[src/cdl_pkg.sv]
// ----------------------------------------------------------------------------
// cdl_pkg
// Shared types and constants of the table mapping and saturation pixel block.
// ----------------------------------------------------------------------------
package cdl_pkg;

  // pixel and table geometry
  localparam int unsigned CompW      = 8;
  localparam int unsigned NumChan    = 4;
  localparam int unsigned ChanW      = 2;
  localparam int unsigned TableDepth = 256;
  localparam int unsigned IndexW     = 8;
  localparam int unsigned GainW      = 12;

  // stream widths: input fields in tdata padded to whole bytes
  localparam int unsigned InFieldsW = 4 * CompW + ChanW + IndexW + CompW;
  localparam int unsigned InDataW   = ((InFieldsW + 7) / 8) * 8;
  localparam int unsigned OutDataW  = 4 * CompW;

  // default depth of the queue between front and back
  localparam int unsigned QueueDepthDef = 4;

  // rec.709 luma weights, q0.16, summing to one
  localparam logic [15:0] WeightRed   = 16'd13933;
  localparam logic [15:0] WeightGreen = 16'd46871;
  localparam logic [15:0] WeightBlue  = 16'd4732;

  // saturation gain, unsigned q4.8
  localparam logic [GainW-1:0] UnityGain = 12'd256;

  // channel selectors
  localparam logic [ChanW-1:0] ChanRed   = 2'd0;
  localparam logic [ChanW-1:0] ChanGreen = 2'd1;
  localparam logic [ChanW-1:0] ChanBlue  = 2'd2;
  localparam logic [ChanW-1:0] ChanAlpha = 2'd3;

  // request kind carried in tuser
  typedef enum logic {
    OP_PIXEL = 1'b0,
    OP_WRITE = 1'b1
  } op_e;

  typedef logic [CompW-1:0] comp_t;

  // one classified request as it travels through the queue
  typedef struct packed {
    op_e                op;
    comp_t [NumChan-1:0] pix;      // index by channel selector
    logic [ChanW-1:0]   wr_chan;
    logic [IndexW-1:0]  wr_idx;
    comp_t              wr_val;
  } item_t;

endpackage

[src/cdl_front.sv]
// ----------------------------------------------------------------------------
// cdl_front
// Input side: takes requests off the slave stream and classifies them into
// pixel or table write items for the queue.
// ----------------------------------------------------------------------------
module cdl_front (
  input  logic                    s_axis_tvalid,
  output logic                    s_axis_tready,
  input  logic [cdl_pkg::InDataW-1:0] s_axis_tdata,
  input  logic                    s_axis_tuser,
  output logic                    push_o,
  output cdl_pkg::item_t          push_item_o,
  input  logic                    full_i
);
  import cdl_pkg::*;

  // request taken whenever the queue has room
  assign s_axis_tready = !full_i;
  assign push_o        = s_axis_tvalid && !full_i;

  // unpack the fields and classify
  always_comb begin
    push_item_o                = '0;
    push_item_o.pix[ChanRed]   = s_axis_tdata[7:0];
    push_item_o.pix[ChanGreen] = s_axis_tdata[15:8];
    push_item_o.pix[ChanBlue]  = s_axis_tdata[23:16];
    push_item_o.pix[ChanAlpha] = s_axis_tdata[31:24];
    unique case (op_e'(s_axis_tuser))
      OP_WRITE: begin
        push_item_o.op      = OP_WRITE;
        push_item_o.wr_chan = s_axis_tdata[33:32];
        push_item_o.wr_idx  = s_axis_tdata[41:34];
        push_item_o.wr_val  = s_axis_tdata[49:42];
      end
      default: begin
        push_item_o.op = OP_PIXEL;
      end
    endcase
  end

endmodule

[config.mk]
export PLATFORM = sky130hd
export DESIGN_NAME = cdl_front
export DESIGN_NICKNAME = d
export VERILOG_FILES = /design/src/cdl_pkg.sv /design/src/cdl_front.sv
export SDC_FILE = /design/constraint.sdc
export NUM_CORES = 1
export LEC_CHECK = 0
export ABC_CLOCK_PERIOD_IN_PS = 800
export BUFFER_PORTS_ARGS = -buffer_cell sky130_fd_sc_hd__buf_2
export CAP_MARGIN = 20
export CORE_ASPECT_RATIO = 1.5
export CORE_MARGIN = 2
export CORE_UTILIZATION = 19
export DETAILED_ROUTE_END_ITERATION = 8
export GPL_TIMING_DRIVEN = 0
export PLACE_DENSITY = 0.81
export RECOVER_POWER = 100
export SYNTH_ARGS = -nofsm -noshare
export SYNTH_HDL_FRONTEND = slang
export SYNTH_SLANG_ARGS = --single-unit
[constraint.sdc]
create_clock -name vclk -period 0.8
set_input_delay 0.2 -clock vclk [all_inputs]
set_output_delay 0.2 -clock vclk [all_outputs]
set_load 0.01 [all_outputs]
# Yosys cells after proc, flatten, opt, wreduce, memory -nomap -nowiden
# Cells that the tools add are included.
# W data, S select, Z words.
# word_totals
ff_bits,0
output_inout_bits,53
elab_cells,4
# classes
mux,2
n_reduce_logical,2
# op_table
cell,count
$mux W18,1
$logic_and A1 B1 Y1,1
$logic_not A1 Y1,1
$mux W1,1

# Depth between registers and ports, before layout
# logic_depth
ltp_word,2
ltp_mapped,2
depth_no_buf,1

# Least setup slack after synthesis
# OpenSTA, ideal clock, no wires.
# synth_timing
path_kind,input port to output port
startpoint,input s_axis_tuser
endpoint,output push_item_o[10] (netlist bit)
t_arrival_ns,0.481
t_required_ns,0.600
path_slack_ns,0.119
stages,2
n_path_buf,1
path_cell_list,buf_6 and2_2
# synth_rtl
item,line_no,rtl
from (decl),cdl_front.sv:10,"input logic s_axis_tuser,"
to (decl),cdl_front.sv:12,"output cdl_pkg::item_t push_item_o,"

==> impl_metrics.yaml <==
outcome:
  outcome: "finished, violations left"
  violations: "negative setup slack"
die:
  ios: 112
  die_width_um: 41.42
  dieArea_um2: 2491
  fp.coreArea_um2: 2002
  rows: 20
  initial_core_util_pct: 19.94
  die_h_um: 60.14
yosys:
  seq_area_frac_synth_pct: 0
  netlist.area_leader.share_pct: 62.07
  synthTopCellsByArea: "buf_4 62%, and2_2 26%, and2_1 6.3%"
  syn-instance-count: 54
  ys_types: 6
  synth_common_cells: "33 x buf_4, 14 x and2_2, 4 x and2_1"
  netlist_area_um2: 399.1
  avgSynthCellArea_um2: 7.391
  ys_warn_count: 0
  synth_fp_nets: 113
  synth_most_common_cell: "buf_4"
  synth_top_cell_by_area: "buf_4"
global_route:
  antenna_found_initial: 0
  grtUsageTotal_pct: 9.744
  grt_max_degree: 12
  grt_pass1_vias: 515
  grt_pass1_wl_um: 2001
  grt_overflow_total: 0
cts:
  postCtsSetupBuffers: 0
  hold_buffers: 0
layout:
  n_antenna_cell: 0
  layout-drive-gt1-share_pct: 71.54
  syn_to_final_growth_pct: 130.4
  regArea_um2: 0
  nClkBuffers: 0
  finalNetCount: 191
  seq_cell_count: 0
drt:
  wl_um: 1538
  wire_per_inst_um: 10.12
  viasPerCell: 4.000
  detail-route-antenna-nets: 0
  vias: 608
  route.detailed.drc: 0
  first_pass_iters: 1
  drt_iter0_drc: 0
worst_setup_path:
  path_class: "in2out"
  critPathLaunchType: "input port"
  crit_arrival_ns: 0.67
  required_ns: 0.60
  startpoint: "s_axis_tuser"
  critPathCaptureType: "primary output"
  crit_fanout: 6
worst_hold_path:
  holdCritStartpoint: "s_axis_tdata[19]"
  hp-class: "in2out"
power_and_ir_drop:
  p_leak_uw: 0.0005032
  vdd_drop_max_mv: 0.2453
  powerDensity_nw_per_um2: 562.3
  power_uw: 517.2
job:
  cap_violations: 0
placed_design:
  gp_congestion: 0.7363
  io_buffers: 74
timing:
  worst_slew_pin_slew_ns: 0.1676
  finalSetupViolations: 11
  finalCritPeriodShare_pct: 108.9
  fmax_ghz: 1.148
  maxSlewHeadroom_pct: 88.87
  tns_ns: -0.6487
  fin_crit_ns: 0.8713
  rsz0062_at_grt: "yes"
  setup_ws_ns: -0.07133
  hold_violations: 0
  slew_violations: 0
final cells by class:
type	instances	area [µm²]
fillers	213	1082
repair buffers	76	473.0
multi-input cells	19	156.4
well taps	22	27.53
inverters	1	3.754
plain buffers	34	259.0
through the flow:
| stage | cell area, µm² | hold WS, ns | util [%] | setup slack [ns] | std cells |
|---|---|---|---|---|---|
| after floorplan | 399.1 | 0.4435 | - | 0.1192 | 54 |
| after global placement | 797.0 | 0.5836 | 39.81 | -0.1973 | 150 |
| after detailed placement | 797.0 | 0.5847 | 39.81 | -0.1995 | 150 |
| after CTS | 935.9 | 0.5845 | 46.75 | -0.08164 | 151 |
| after global routing | 919.6 | 0.6131 | 45.94 | -0.07964 | 152 |
| final | 919.6 | 0.6081 | 45.94 | -0.07133 | 152 |
power by group:
part	leakage (µW)	internal [µW]	switching (µW)
Combinational	0.000503	327	190
Clock	0	0	0
Sequential	0	0	0
Total	0.000503	327	190
path summary, 6_finish.rpt:
kind / to / slack [ns] / depth (start not counted)
worst max-delay path: push_item_o[11] / -0.07 / 4
worst min-delay path: push_item_o[37] / 0.61 / 2
critical path, stage by stage:
cell and delay (ns):
buf_12 0.11, buf_6 0.12, and2_4 0.13, buf_6 0.11
cell families (layout without fill, tap and decap cells):
kind of cell	after synthesis	in the layout	synth area share [%]
buffers and inverters	35	111	65.83
AND/OR/NAND/NOR	19	19	34.17
metal layers:
| metal | up-vias | wire, µm | GRT usage, % |
|---|---|---|---|
| li1 | 279 | - | - |
| met5 | - | 0 | 0 |
| met2 | 84 | 788 | 23.21 |
| met1 | 245 | 442 | 7.143 |
| met3 | 0 | 308 | 3.625 |
| met4 | 0 | 0 | 0 |
placed cells by master, fill, tap and decap left out, types with 3 or more instances in the layout:
master    Yosys  layout
buf_6         1      17
buf_4        33      33
and2_2       14       4
clkbuf_2      0       3
clkbuf_1      0      34
buf_2         0      21
and2_4        0      13
repair_timing:
| action | CTS | global route |
|---|---|---|
| gates resized for setup | 29 | 8 |
| cloned | 1 | 1 |
| setup endpoints to repair | 19 | 18 |
No activity file was read; power rests on OpenSTA's default activity.
