## src/cdl_pkg.sv

```systemverilog
// ----------------------------------------------------------------------------
// cdl_pkg
// Shared types and constants of the table mapping and saturation pixel block.
// ----------------------------------------------------------------------------
package cdl_pkg;

  // pixel and table geometry
  localparam int unsigned CompW      = 8;
  localparam int unsigned NumChan    = 4;
  localparam int unsigned ChanW      = 2;
  localparam int unsigned TableDepth = 256;
  localparam int unsigned IndexW     = 8;
  localparam int unsigned GainW      = 12;

  // stream widths: input fields in tdata padded to whole bytes
  localparam int unsigned InFieldsW = 4 * CompW + ChanW + IndexW + CompW;
  localparam int unsigned InDataW   = ((InFieldsW + 7) / 8) * 8;
  localparam int unsigned OutDataW  = 4 * CompW;

  // default depth of the queue between front and back
  localparam int unsigned QueueDepthDef = 4;

  // rec.709 luma weights, q0.16, summing to one
  localparam logic [15:0] WeightRed   = 16'd13933;
  localparam logic [15:0] WeightGreen = 16'd46871;
  localparam logic [15:0] WeightBlue  = 16'd4732;

  // saturation gain, unsigned q4.8
  localparam logic [GainW-1:0] UnityGain = 12'd256;

  // channel selectors
  localparam logic [ChanW-1:0] ChanRed   = 2'd0;
  localparam logic [ChanW-1:0] ChanGreen = 2'd1;
  localparam logic [ChanW-1:0] ChanBlue  = 2'd2;
  localparam logic [ChanW-1:0] ChanAlpha = 2'd3;

  // request kind carried in tuser
  typedef enum logic {
    OP_PIXEL = 1'b0,
    OP_WRITE = 1'b1
  } op_e;

  typedef logic [CompW-1:0] comp_t;

  // one classified request as it travels through the queue
  typedef struct packed {
    op_e                op;
    comp_t [NumChan-1:0] pix;      // index by channel selector
    logic [ChanW-1:0]   wr_chan;
    logic [IndexW-1:0]  wr_idx;
    comp_t              wr_val;
  } item_t;

endpackage

```

## src/cdl_queue.sv

```systemverilog
// ----------------------------------------------------------------------------
// cdl_queue
// Short first-in first-out queue that decouples the front from the back.
// ----------------------------------------------------------------------------
module cdl_queue #(
  parameter int unsigned Depth = cdl_pkg::QueueDepthDef
) (
  input  logic           clk_i,
  input  logic           rst_ni,
  input  logic           push_i,
  input  cdl_pkg::item_t push_item_i,
  output logic           full_o,
  output logic           valid_o,
  output cdl_pkg::item_t item_o,
  input  logic           pop_i
);
  import cdl_pkg::*;

  localparam int unsigned PtrW = (Depth > 1) ? $clog2(Depth) : 1;
  localparam int unsigned CntW = $clog2(Depth + 1);
  localparam logic [PtrW-1:0] LastPtr = PtrW'(Depth - 1);
  localparam logic [CntW-1:0] FullCnt = CntW'(Depth);

  item_t           entry_q [Depth];
  logic [PtrW-1:0] wr_ptr_q, wr_ptr_d;
  logic [PtrW-1:0] rd_ptr_q, rd_ptr_d;
  logic [CntW-1:0] count_q, count_d;

  assign full_o  = (count_q == FullCnt);
  assign valid_o = (count_q != '0);
  assign item_o  = entry_q[rd_ptr_q];

  // pointer and fill count update
  always_comb begin
    wr_ptr_d = wr_ptr_q;
    rd_ptr_d = rd_ptr_q;
    count_d  = count_q;
    if (push_i) begin
      wr_ptr_d = (wr_ptr_q == LastPtr) ? '0 : wr_ptr_q + PtrW'(1);
    end
    if (pop_i) begin
      rd_ptr_d = (rd_ptr_q == LastPtr) ? '0 : rd_ptr_q + PtrW'(1);
    end
    if (push_i && !pop_i) begin
      count_d = count_q + CntW'(1);
    end else if (pop_i && !push_i) begin
      count_d = count_q - CntW'(1);
    end
  end

  always_ff @(posedge clk_i or negedge rst_ni) begin
    if (!rst_ni) begin
      wr_ptr_q <= '0;
      rd_ptr_q <= '0;
      count_q  <= '0;
    end else begin
      wr_ptr_q <= wr_ptr_d;
      rd_ptr_q <= rd_ptr_d;
      count_q  <= count_d;
    end
  end

  // entry storage
  always_ff @(posedge clk_i) begin
    if (push_i) begin
      entry_q[wr_ptr_q] <= push_item_i;
    end
  end

endmodule

```

## config.mk

```make
export PLATFORM = sky130hd
export DESIGN_NAME = cdl_queue
export DESIGN_NICKNAME = d
export VERILOG_FILES = /design/src/cdl_pkg.sv /design/src/cdl_queue.sv
export SDC_FILE = /design/constraint.sdc
export NUM_CORES = 1
export LEC_CHECK = 0
export ABC_AREA = 1
export BUFFER_PORTS_ARGS = -buffer_cell sky130_fd_sc_hd__buf_2
export CORE_ASPECT_RATIO = 0.8
export CORE_MARGIN = 10
export CORE_UTILIZATION = 56
export CTS_BUF_LIST = sky130_fd_sc_hd__clkbuf_8
export CTS_CLUSTER_SIZE = 14
export DETAILED_ROUTE_END_ITERATION = 6
export HOLD_SLACK_MARGIN = 0.06
export PLACE_DENSITY = 0.73
export SLEW_MARGIN = 10
export SYNTH_ARGS = -nofsm -noshare
export SYNTH_HDL_FRONTEND = slang
export SYNTH_SLANG_ARGS = --single-unit
```

## constraint.sdc

```tcl
create_clock -name clk_i -period 3.1 [get_ports clk_i]
set_clock_uncertainty 0.1 [all_clocks]
set_input_delay 0.465 -clock clk_i [delete_from_list [all_inputs] [get_ports clk_i]]
set_output_delay 0.465 -clock clk_i [all_outputs]
set_load 0.05 [all_outputs]
```

Word-level counts from Yosys, hierarchy flattened
Memory sizes are Yosys's and may differ from the RTL's. Index checks and enable logic that the tools add are counted.

Reductions and logical operators: 6. Multiplexer cells: 6. $add $sub $neg: 4. Equality and inequality tests: 3.

Operators with widths (number): two-way mux 3 bit (2); adder 2 x 1 -> 2 bit, second input constant (2); == test 2 bit, second input constant (2); two-way mux 2 bit (2); adder 3 x 1 -> 3 bit, second input constant (1); == test 3 bit, second input constant (1); nonzero test 3 bit (1); subtractor 3 x 1 -> 3 bit, second input constant (1); logical AND 1 bit (2); zero test 1 bit (2); two-way mux 1 bit (2); nonzero test 2 bit (1).

Output and inout bits: 53. Memories: 1. Bits in registers: 7. Memory bits (writable): 204.

Memories: entry_q (depth 4, bits a word 51, read ports 1, clocked after memory_dff 0, write ports 1, RTL line cdl_queue.sv:24) `item_t entry_q [Depth];`.

Logic depth before layout (Yosys ltp)
Gate-level depths: netlist of the first run.

Depth in word-level cells: 4. Mapped depth: 9. Gate-level depth less buffers: 9.

Worst setup path before layout of the first run
Ideal clock, no wire load.

Path type: reg2reg. Start point: register wr_ptr_q[0]. End point: memory entry_q[0][0] (netlist name) (enable). Period minus slack after synthesis: 2.162 ns. Setup time: 0.405 ns. Slack: 0.938 ns. Arrival time: 1.657 ns. Cell stages (with the launch flop): 5. Path buffers: 0. Path through: dfrtp_1 > inv_1 > ha_1 > nand2_1 > inv_1.

RTL lines: start, declared (RTL line cdl_queue.sv:25) `logic [PtrW-1:0] wr_ptr_q, wr_ptr_d;`; start signal, assigned (RTL line cdl_queue.sv:57) `wr_ptr_q <= wr_ptr_d;`; end, declared (RTL line cdl_queue.sv:24).

No word-level cell before the write port.

==> results summary, run 1 <==
The critical path is of the flip-flop to output pin type. TritonCTS built the clock tree. The max-capacitance violation count came out at 0. The largest net degree at the start of global routing came out at 59.

The overall die height came out at 132 microns. The number of global-route vias before repair came to 5600. The total power draw came out at 10.2 mW. The post-detailed-route wirelength per cell is about 17 microns. The worst register-to-register path begins at wr_ptr_q[0]$_DFFE_PN0P_. Across all layers, the routed design uses about 5300 vias. In this run the most critical hold path is launched from push_i.

The post-synthesis to final-layout area growth is 20.4%. In this run the count of I/O pins placed on the die edge is between 100 and 150. The number of rows created at floorplan is 40. Of all nets on the critical path, the largest fanout is 53. The number of max-slew violations in the final report is 0.

Setup repair after global routing left no endpoint under its margin. The core area came out at about 15000 sq um. In the routed layout, each cell is associated on average with a via count of between 5 and 6. The internal power of the cells is 5.68 mW. The finished layout holds 1056 standard cells, fillers aside. The clock-pin slew reported for the worst setup and hold paths after clock tree synthesis is 0.06 ns. The final critical path takes up about 90% of the cycle. The highest achievable clock rate came out at 0.357 GHz. The number of register bits inferred by synthesis is around 210. Combinational cells account for 43.7% of the total power. The horizontal die dimension came out at roughly 160 microns. The number of cells traversed by the worst hold path came out at 2. The HPWL after detailed placement is ~11 mm. The share of post-route cells with drive strength above 1 is 25.3%. The count of nets left with antenna violations after detail routing came out at 0. The repair_antennas step left the layout with diodes totalling 0. For the pin with the worst max-slew slack, the measured transition is roughly 0.66 ns. Net switching is 44.5% of the power.

Global routing used 16.8% of the available tracks across all layers. The area of the mapped netlist came out at 8770 sq um. Clock tree synthesis inserted a total of 31 buffers. The clock group share of total power is roughly a fifth. The post-synthesis sequential area ratio came out at 71.9%. The min-delay analysis places its worst path in the category input port to flip-flop.

The worst max-slew margin expressed relative to the limit came out at 55.7%. Counting cells, the worst reg-to-reg path comes to 5. The final wirelength is 17.9 mm. For flop-to-flop paths, the worst setup slack is 1.14 ns. The number of fillers in the final layout came out at 1041.

The count of endpoints failing setup in the final report is 0. For the worst-skew pair, the clock arrives at the later sink with an insertion delay of 0.55 ns. The first global-routing pass estimated around 29 mm of wire. The arrival time of data at the critical path endpoint is 2.24 ns. The cell chosen for the clock root is sky130_fd_sc_hd__clkbuf_8. The number of failing hold endpoints at the final stage is 0. Summed over all nets, the switching power comes to 4.56 mW. The part of the power in registers is between 30% and 40%. The top cell types in the final layout, fill and taps aside, are 204 x sky130_fd_sc_hd__edfxtp_1, 170 x sky130_fd_sc_hd__nand2_1, 115 x sky130_fd_sc_hd__inv_1.

The worst setup path is captured at an output pin. STA classifies the critical path startpoint as a flip-flop. The number of nets produced by synthesis is 710.

The worst path required time is 2.53 ns. The initial utilization of the core area, before any placement, comes to 57.8%. Buffers added to address setup during post-CTS repair amount to 0.

The leakage power came out at 4.40 nW. The areal power density over the cells came out at 970 nW/um^2. Summed over all layers, the global routing overflow is 0.

The flow ran to the end, and the final reports show no timing, DRC or antenna violations. The clock net in this run drives a total of 211 sinks. The number of nets in the finished design is 884.

Leaving out fill and tap cells, the most frequent cell in the layout is sky130_fd_sc_hd__edfxtp_1. The total number of yosys warnings is 0. The number of I/O port buffers is ~110. The setup TNS is 0 ns.

The post-synthesis cell count is 648. The routability congestion estimate from global placement came out at 0.755. The worst register-to-register path ends at entry_q[2][22]$_DFFE_PP_. In this run the number of H-tree levels came out at 1.

The area enclosed by the die boundary came out at about 21000 sq um. The placed cell count came out at roughly 950. The count of unique library cells instantiated by Yosys is 18. The number of design rule violations left after detail routing came out at 0. The final period demand of the worst path is ~2.8 ns. The number of antenna violations at the first check in global routing came out at 0. The average footprint of a synthesized cell is around 14 sq um. The number of optimization iterations in the first detailed-route pass came out at 4. The hold-critical path endpoint is wr_ptr_q[0]$_DFFE_PN0P_. The initial detailed-routing violation count came out at 311. VDD sags by at most 0.000919 V.

No sink is reached through more buffers than the 3 on the longest clock path.
## cell families (layout without fill, tap and decap cells)
logic type | Yosys count | in the layout | synth area share (%)
compound gates | 106 | 106 | 11.4
flops | 211 | 211 | 71.9
simple gates | 175 | 175 | 7.55
xor+xnor | 1 | 1 | 0.0999
buf+inv | 148 | 346 | 8.02
fa+ha+maj | 7 | 7 | 1.08
## per-stage QoR
step / cell area (sq um) / hold slack [ns] / setup WS, ns / util [%]
6_report: 10600 / 0.116 / 0.297 / 69.6
4_1_cts: 10600 / 0.0958 / 0.303 / 69.6
5_1_grt: 10600 / 0.131 / 0.128 / 69.6
3_3_place_gp: 9480 / 0.203 / 0.947 / 62.5
3_5_place_dp: 9480 / 0.208 / 0.902 / 62.5
2_1_floorplan: 8770 / 0.0694 / 0.938 / -
## critical path: stages (launching register included)
cell	delay [ns]
sky130_fd_sc_hd__dfrtp_1	0.44
sky130_fd_sc_hd__inv_6	0.34
sky130_fd_sc_hd__buf_4	0.36
sky130_fd_sc_hd__o211ai_1	0.14
sky130_fd_sc_hd__nand2_1	0.10
sky130_fd_sc_hd__buf_2	0.27
## cells in the mapped netlist
master | number | share of area, %
sky130_fd_sc_hd__buf_2 | 16 | 0.91
sky130_fd_sc_hd__o211ai_1 | 60 | 5.1
sky130_fd_sc_hd__ha_1 | 6 | 0.86
sky130_fd_sc_hd__buf_6 | 17 | 2.2
sky130_fd_sc_hd__nand3_1 | 1 | 0.057
sky130_fd_sc_hd__inv_2 | 2 | 0.086
sky130_fd_sc_hd__fa_1 | 1 | 0.23
sky130_fd_sc_hd__o21ai_0 | 2 | 0.11
sky130_fd_sc_hd__nand4_1 | 1 | 0.071
sky130_fd_sc_hd__o211ai_2 | 42 | 6.0
sky130_fd_sc_hd__xnor2_1 | 1 | 0.10
sky130_fd_sc_hd__inv_1 | 113 | 4.8
sky130_fd_sc_hd__edfxtp_1 | 204 | 70
sky130_fd_sc_hd__o21ai_1 | 2 | 0.11
sky130_fd_sc_hd__nand2_1 | 170 | 7.3
sky130_fd_sc_hd__dfrtp_1 | 7 | 2.0
sky130_fd_sc_hd__nor2_1 | 2 | 0.086
sky130_fd_sc_hd__nor3_1 | 1 | 0.057
## layer usage
| metal | GRT usage, % | wire length [microns] |
|---|---|---|
| met5 | 0 | 0 |
| met4 | 4.79 | 322 |
| met3 | 4.21 | 1120 |
| met2 | 28.8 | 8730 |
| met1 | 20.6 | 7700 |
## power by group through the flow
stage	Combinational, mW	Sequential [mW]	Clock, mW
floorplan	3.49	3.84	0
global placement	4.37	3.84	0
detailed placement	4.46	3.87	0
CTS	4.53	3.81	2.00
global route	4.83	3.84	2.13
finish	4.48	3.81	1.96
## final cells by class
class                   count  area [sq um]  share of cell area, %
repair buffers            174          1250                   11.8
well taps                 210           263                   2.49
flip-flops and latches    211          6300                   59.7
inverters                 115           437                   4.14
clock buffers              31           427                   4.04
multi-input cells         289          1760                   16.7
clock inverters            26           116                   1.10
## what timing repair did
action,CTS,global route
hold buffers,53,0
hold endpoints to repair,212,0
resized for setup,0,0
## how the worst max path moves through the flow
stage,from,end,depth (start not counted)
after floorplan,wr_ptr_q[0]$_DFFE_PN0P_,entry_q[0][0]$_DFFE_PP_,4
after global placement,rd_ptr_q[0]$_DFFE_PN0P_,item_o[20],5
after detailed placement,rd_ptr_q[0]$_DFFE_PN0P_,item_o[49],6
after CTS,rd_ptr_q[0]$_DFFE_PN0P_,item_o[20],5
after global routing,rd_ptr_q[0]$_DFFE_PN0P_,item_o[49],6
final,rd_ptr_q[0]$_DFFE_PN0P_,item_o[13],5
## sequential cells by signal (all words and copies together) (netlist names)
name      flops
rd_ptr_q      2
count_q       3
entry_q     204
wr_ptr_q      2
Power figures use the tool's default switching activity.
==> run 2: changes to the inputs <==
Settings changed: ABC_AREA 1 to unset, PLACE_DENSITY 0.73 to 0.74.
==> run 2 against run 1 <==
  * Combinational power decreased by 18%
  * Utilization grew 1.4 points
  * Non-clock buffer count fell by 6
  * Cell count down 34%
  * Maximum frequency fell by 2.1%
  * Power fell by 6.5%
  * Design area shrank 8.2%
  * Synthesized area shrank 11%
  * Critical path depth down 2
  * Die area down 9.2%
  * Critical path type unchanged
  * Critical endpoint is now item_o[43]
==> results summary, run 2 <==
The top flip-flop cell by instance count after synthesis is sky130_fd_sc_hd__edfxtp_1. The count of endpoints failing setup in the final report came out at 0 (unchanged). The cell depth of the worst flop-to-flop path is 4 (-1).

The worst hold path belongs to the class input port to flip-flop. The number of I/O port buffers is 107 (unchanged). Leaving out fill and tap cells, the most frequent cell in the layout is sky130_fd_sc_hd__edfxtp_1. The largest total area in the synthesized netlist belongs to sky130_fd_sc_hd__edfxtp_1. The area share of the largest cell type after synthesis came out at 78.1% (+8.3 points). The post-synthesis cell count is 304 (-53%).

Sorting the synthesized cells by how often they occur yields 204 x sky130_fd_sc_hd__edfxtp_1, 48 x sky130_fd_sc_hd__mux4_2, 7 x sky130_fd_sc_hd__dfrtp_1. The routability congestion estimate from global placement came out at 0.702 (-7.0%). The depth of the critical timing path with buffers and inverters included came out at 3 (-2). The top-level I/O count is 108 (unchanged). The largest registers in the layout are entry_q: 204 flops, count_q: 3 flops. The number of optimization iterations in the first detailed-route pass is 4 (unchanged). The worst max-slew margin expressed relative to the limit is 49.3% (-6.3 points).

The post-detailed-route wirelength per cell is 20.4 microns (+21%). The post-CTS setup buffer count came to 0 (unchanged). The number of buffers on the longest clock path was 3 (unchanged).

The fraction of synthesis flops using an asynchronous set or reset pin is 3.32% (unchanged). The post-synthesis sequential area ratio came out at 80.4% (+8.5 points). The global routing usage summed across all routing layers was 15.0% (-1.8 points).

The starting density of the core is 57.4% (-0.36 points). The count of unique library cells instantiated by Yosys is 20 (+2). The number of nets in the finished design came out at 555 (-37%).

The setup TNS is 0 ns (unchanged). The most common cell in the synthesized netlist is sky130_fd_sc_hd__edfxtp_1. The critical path is of the flip-flop to output pin type. The number of cells traversed by the worst hold path is 1 (-1). The number of antenna violations at the first check in global routing came to 1 (+1).

Compared with the post-synthesis result, the final layout area differs by 23.6%. The number of gates given a new drive strength after cts is 0 (unchanged). The arrival time of data at the critical path endpoint is 2.30 ns (+0.06 ns). The number of register bits inferred by synthesis is 211 (unchanged). The part of the power in registers came out at 40.9% (+3.7 points). The share of post-route cells with drive strength above 1 came out at 41.3% (+16 points). The number of flip-flops in the largest register came out at 204 (unchanged). The sum of net half-perimeters after detailed placement came out at 8.65 mm (-20%). The number of fillers in the final layout is 812 (-22%). The worst-margin pin slew came out at 0.760 ns (+0.0961 ns). The average footprint of a synthesized cell was 25.8 sq um (+91%). The horizontal die dimension is 152 microns (-4.8%). Setup repair after global routing left no endpoint under its margin. The switching part of the total is 38.7% (-5.8 points). The number of buffer and inverter instances along the worst setup path is 2 (-1).

The core area is 13600 sq um (-10%). The number of design rule violations left after detail routing came to 0 (unchanged). The total congestion overflow came to 0 (unchanged).

The highest achievable clock rate is 0.349 GHz (-2.1%). Counting flops per register, the top entry is entry_q. The final period demand of the worst path came out at 2.86 ns (+0.0590 ns).

The largest fanout on the critical path came out at 14 (-74%). The area of the mapped netlist is 7840 sq um (-11%). The critical path goes through buf_4 > mux4_1 > buf_2. TritonCTS built the clock tree.

The number of failing hold endpoints at the final stage is 0 (unchanged). The area used by multi-input combinational logic is 1390 sq um (-21%). The wire length of the first global-routing pass came out at 23.2 mm (-20%).

The worst setup path is captured at an output pin. The number of max-slew violations in the final report is 0 (unchanged). The worst hold slack across all endpoints is 0.0922 ns (-0.0243 ns). The hold-fix buffer count after cts is 50 (-5.7%). The number of buffers created by CTS came out at 31 (unchanged). The slowest library cell on the worst path is sky130_fd_sc_hd__mux4_1. The area enclosed by the die boundary is 19200 sq um (-9.2%).

The initial detailed-routing violation count is 232 (-25%). The overall die height came to 126 microns (-4.6%). The total number of yosys warnings was 0 (unchanged). The largest net degree at the start of global routing is 30 (-49%). The startpoint type of the worst setup path is a flip-flop. The max-capacitance violation count is 0 (unchanged).

In the layout the commonest cells are 204 x sky130_fd_sc_hd__edfxtp_1, 107 x sky130_fd_sc_hd__buf_2, 51 x sky130_fd_sc_hd__dlygate4sd3_1. The highest cell delay on the worst timing path was 0.61 ns (+0.17 ns). The clock latency on the worst-skew pair is 0.53 ns (-0.02 ns).

The net switching power is 3.71 mW (-19%). The average via count per standard cell came out at 5.37 (+6.2%). The number of rows created at floorplan came out at 38 (-5.0%). The clock group share of total power is 20.6% (+1.5 points). The final wirelength came to 14.2 mm (-20%). The number of global-route vias before repair came out at 4256 (-24%). The number of enable-type register cells in the synthesized netlist is 204 (unchanged). The worst vdd rail ir drop came to 0.000744 V (-19%).

The internal power of the cells came to 5.87 mW (+3.3%). The run finished with clean final reports. The via count of the routed design was 3746 (-30%). The clock-pin slew reported for the worst setup and hold paths after clock tree synthesis is 0.06 ns (about the same).

The leakage power came out at 3.45 nW (-22%). In the post-synthesis netlist, the biggest area contributors are sky130_fd_sc_hd__edfxtp_1 78%, sky130_fd_sc_hd__mux4_2 14%, sky130_fd_sc_hd__dfrtp_1 2.2%. The areal power density over the cells came to 988 nW/um^2 (+1.9%). Grouping stages by cell kind, the critical path spends the most delay in multiplexers. The sequential cell area came to 6310 sq um (about the same). The post-route fraction of the period consumed by the critical path is 92.3% (+1.9 points).

The share of total power in combinational logic came out at 38.5% (-5.2 points). The count of clock tree sinks came out at 211 (unchanged). The number of nets produced by synthesis is 366 (-48%). The count of nets left with antenna violations after detail routing came out at 0 (unchanged). The worst path required time is 2.53 ns (about the same). The H-tree depth is 1 (unchanged).

The total power draw is 9.58 mW (-6.5%). The root buffer cell chosen for the clock tree is sky130_fd_sc_hd__clkbuf_8.
run 2: cell count changes after synthesis, moves of 4 or more:
cell	before	now
sky130_fd_sc_hd__buf_2	16	5
sky130_fd_sc_hd__buf_12	0	5
sky130_fd_sc_hd__and2_1	0	4
sky130_fd_sc_hd__nand2_1	170	2
sky130_fd_sc_hd__buf_6	17	1
sky130_fd_sc_hd__mux4_2	0	48
sky130_fd_sc_hd__inv_1	113	4
sky130_fd_sc_hd__o211ai_1	60	0
sky130_fd_sc_hd__o211ai_2	42	0
run 2: logic make-up (layout without fill, tap and decap cells):
family | count (synthesis) | in the layout | synth area share, %
buffers and inverters | 16 | 228 | 1.98
AOI/OAI and AO/OA | 2 | 2 | 0.128
adders and majority gates | 7 | 7 | 1.21
other | 0 | 1 | 0
muxes | 54 | 54 | 15.2
and+or+nand+nor | 11 | 11 | 0.734
xor gates and xnor gates | 3 | 3 | 0.335
DFF | 211 | 211 | 80.4
run 2: layer usage:
metal / up-vias / share of wire (%) / global-route usage [%]
met5: - / 0 / 0
met4: 0 / 1.7 / 3.05
met3: 21 / 8.1 / 5.10
met2: 134 / 49 / 25.4
met1: 1917 / 41 / 18.6
li1: 1674 / - / -
run 2: through the flow:
step / cells / util, % / setup WS (ns) / instance area, sq um
final: 697 / 71.0 / 0.238 / 9690
after global routing: 697 / 71.0 / 0.117 / 9690
after CTS: 695 / 70.9 / 0.185 / 9680
after detailed placement: 589 / 63.2 / 0.778 / 8620
after global placement: 589 / 63.2 / 0.764 / 8620
after floorplan: 304 / - / 0.748 / 7840
run 2: path summary, 6_finish.rpt:
path | startpoint | endpoint | slack, ns
max | rd_ptr_q[0]$_DFFE_PN0P_ | item_o[43] | 0.24
min | push_item_i[38] | entry_q[3][38]$_DFFE_PP_ | 0.09
max reg2reg | wr_ptr_q[0]$_DFFE_PN0P_ | entry_q[0][13]$_DFFE_PP_ | 1.14
min reg2reg | count_q[2]$_DFFE_PN0P_ | count_q[2]$_DFFE_PN0P_ | 0.39
max in group asynchronous | rst_ni | rd_ptr_q[0]$_DFFE_PN0P_ | 2.51
min in group asynchronous | rst_ni | rd_ptr_q[1]$_DFFE_PN0P_ | 0.20
run 2: final cells by class:
cell class                      instances  share of cell area [%]
Timing Repair Buffer                  168                    12.3
Tap cell                              180                    2.32
Clock buffer                           34                    4.83
Clock inverter                         22                   0.917
Sequential cell                       211                    65.1
Inverter                                4                   0.155
Antenna cell                            1                  0.0258
Multi-Input combinational cell         77                    14.3
run 2: power by group through the flow:
| stage | registers (mW) | logic [mW] | clock network, mW |
|---|---|---|---|
| global placement | 3.95 | 3.69 | 0 |
| detailed placement | 3.98 | 3.70 | 0 |
| CTS | 3.93 | 3.76 | 2.01 |
| floorplan | 3.82 | 3.09 | 0 |
| global route | 3.97 | 3.91 | 2.14 |
| finish | 3.92 | 3.69 | 1.97 |
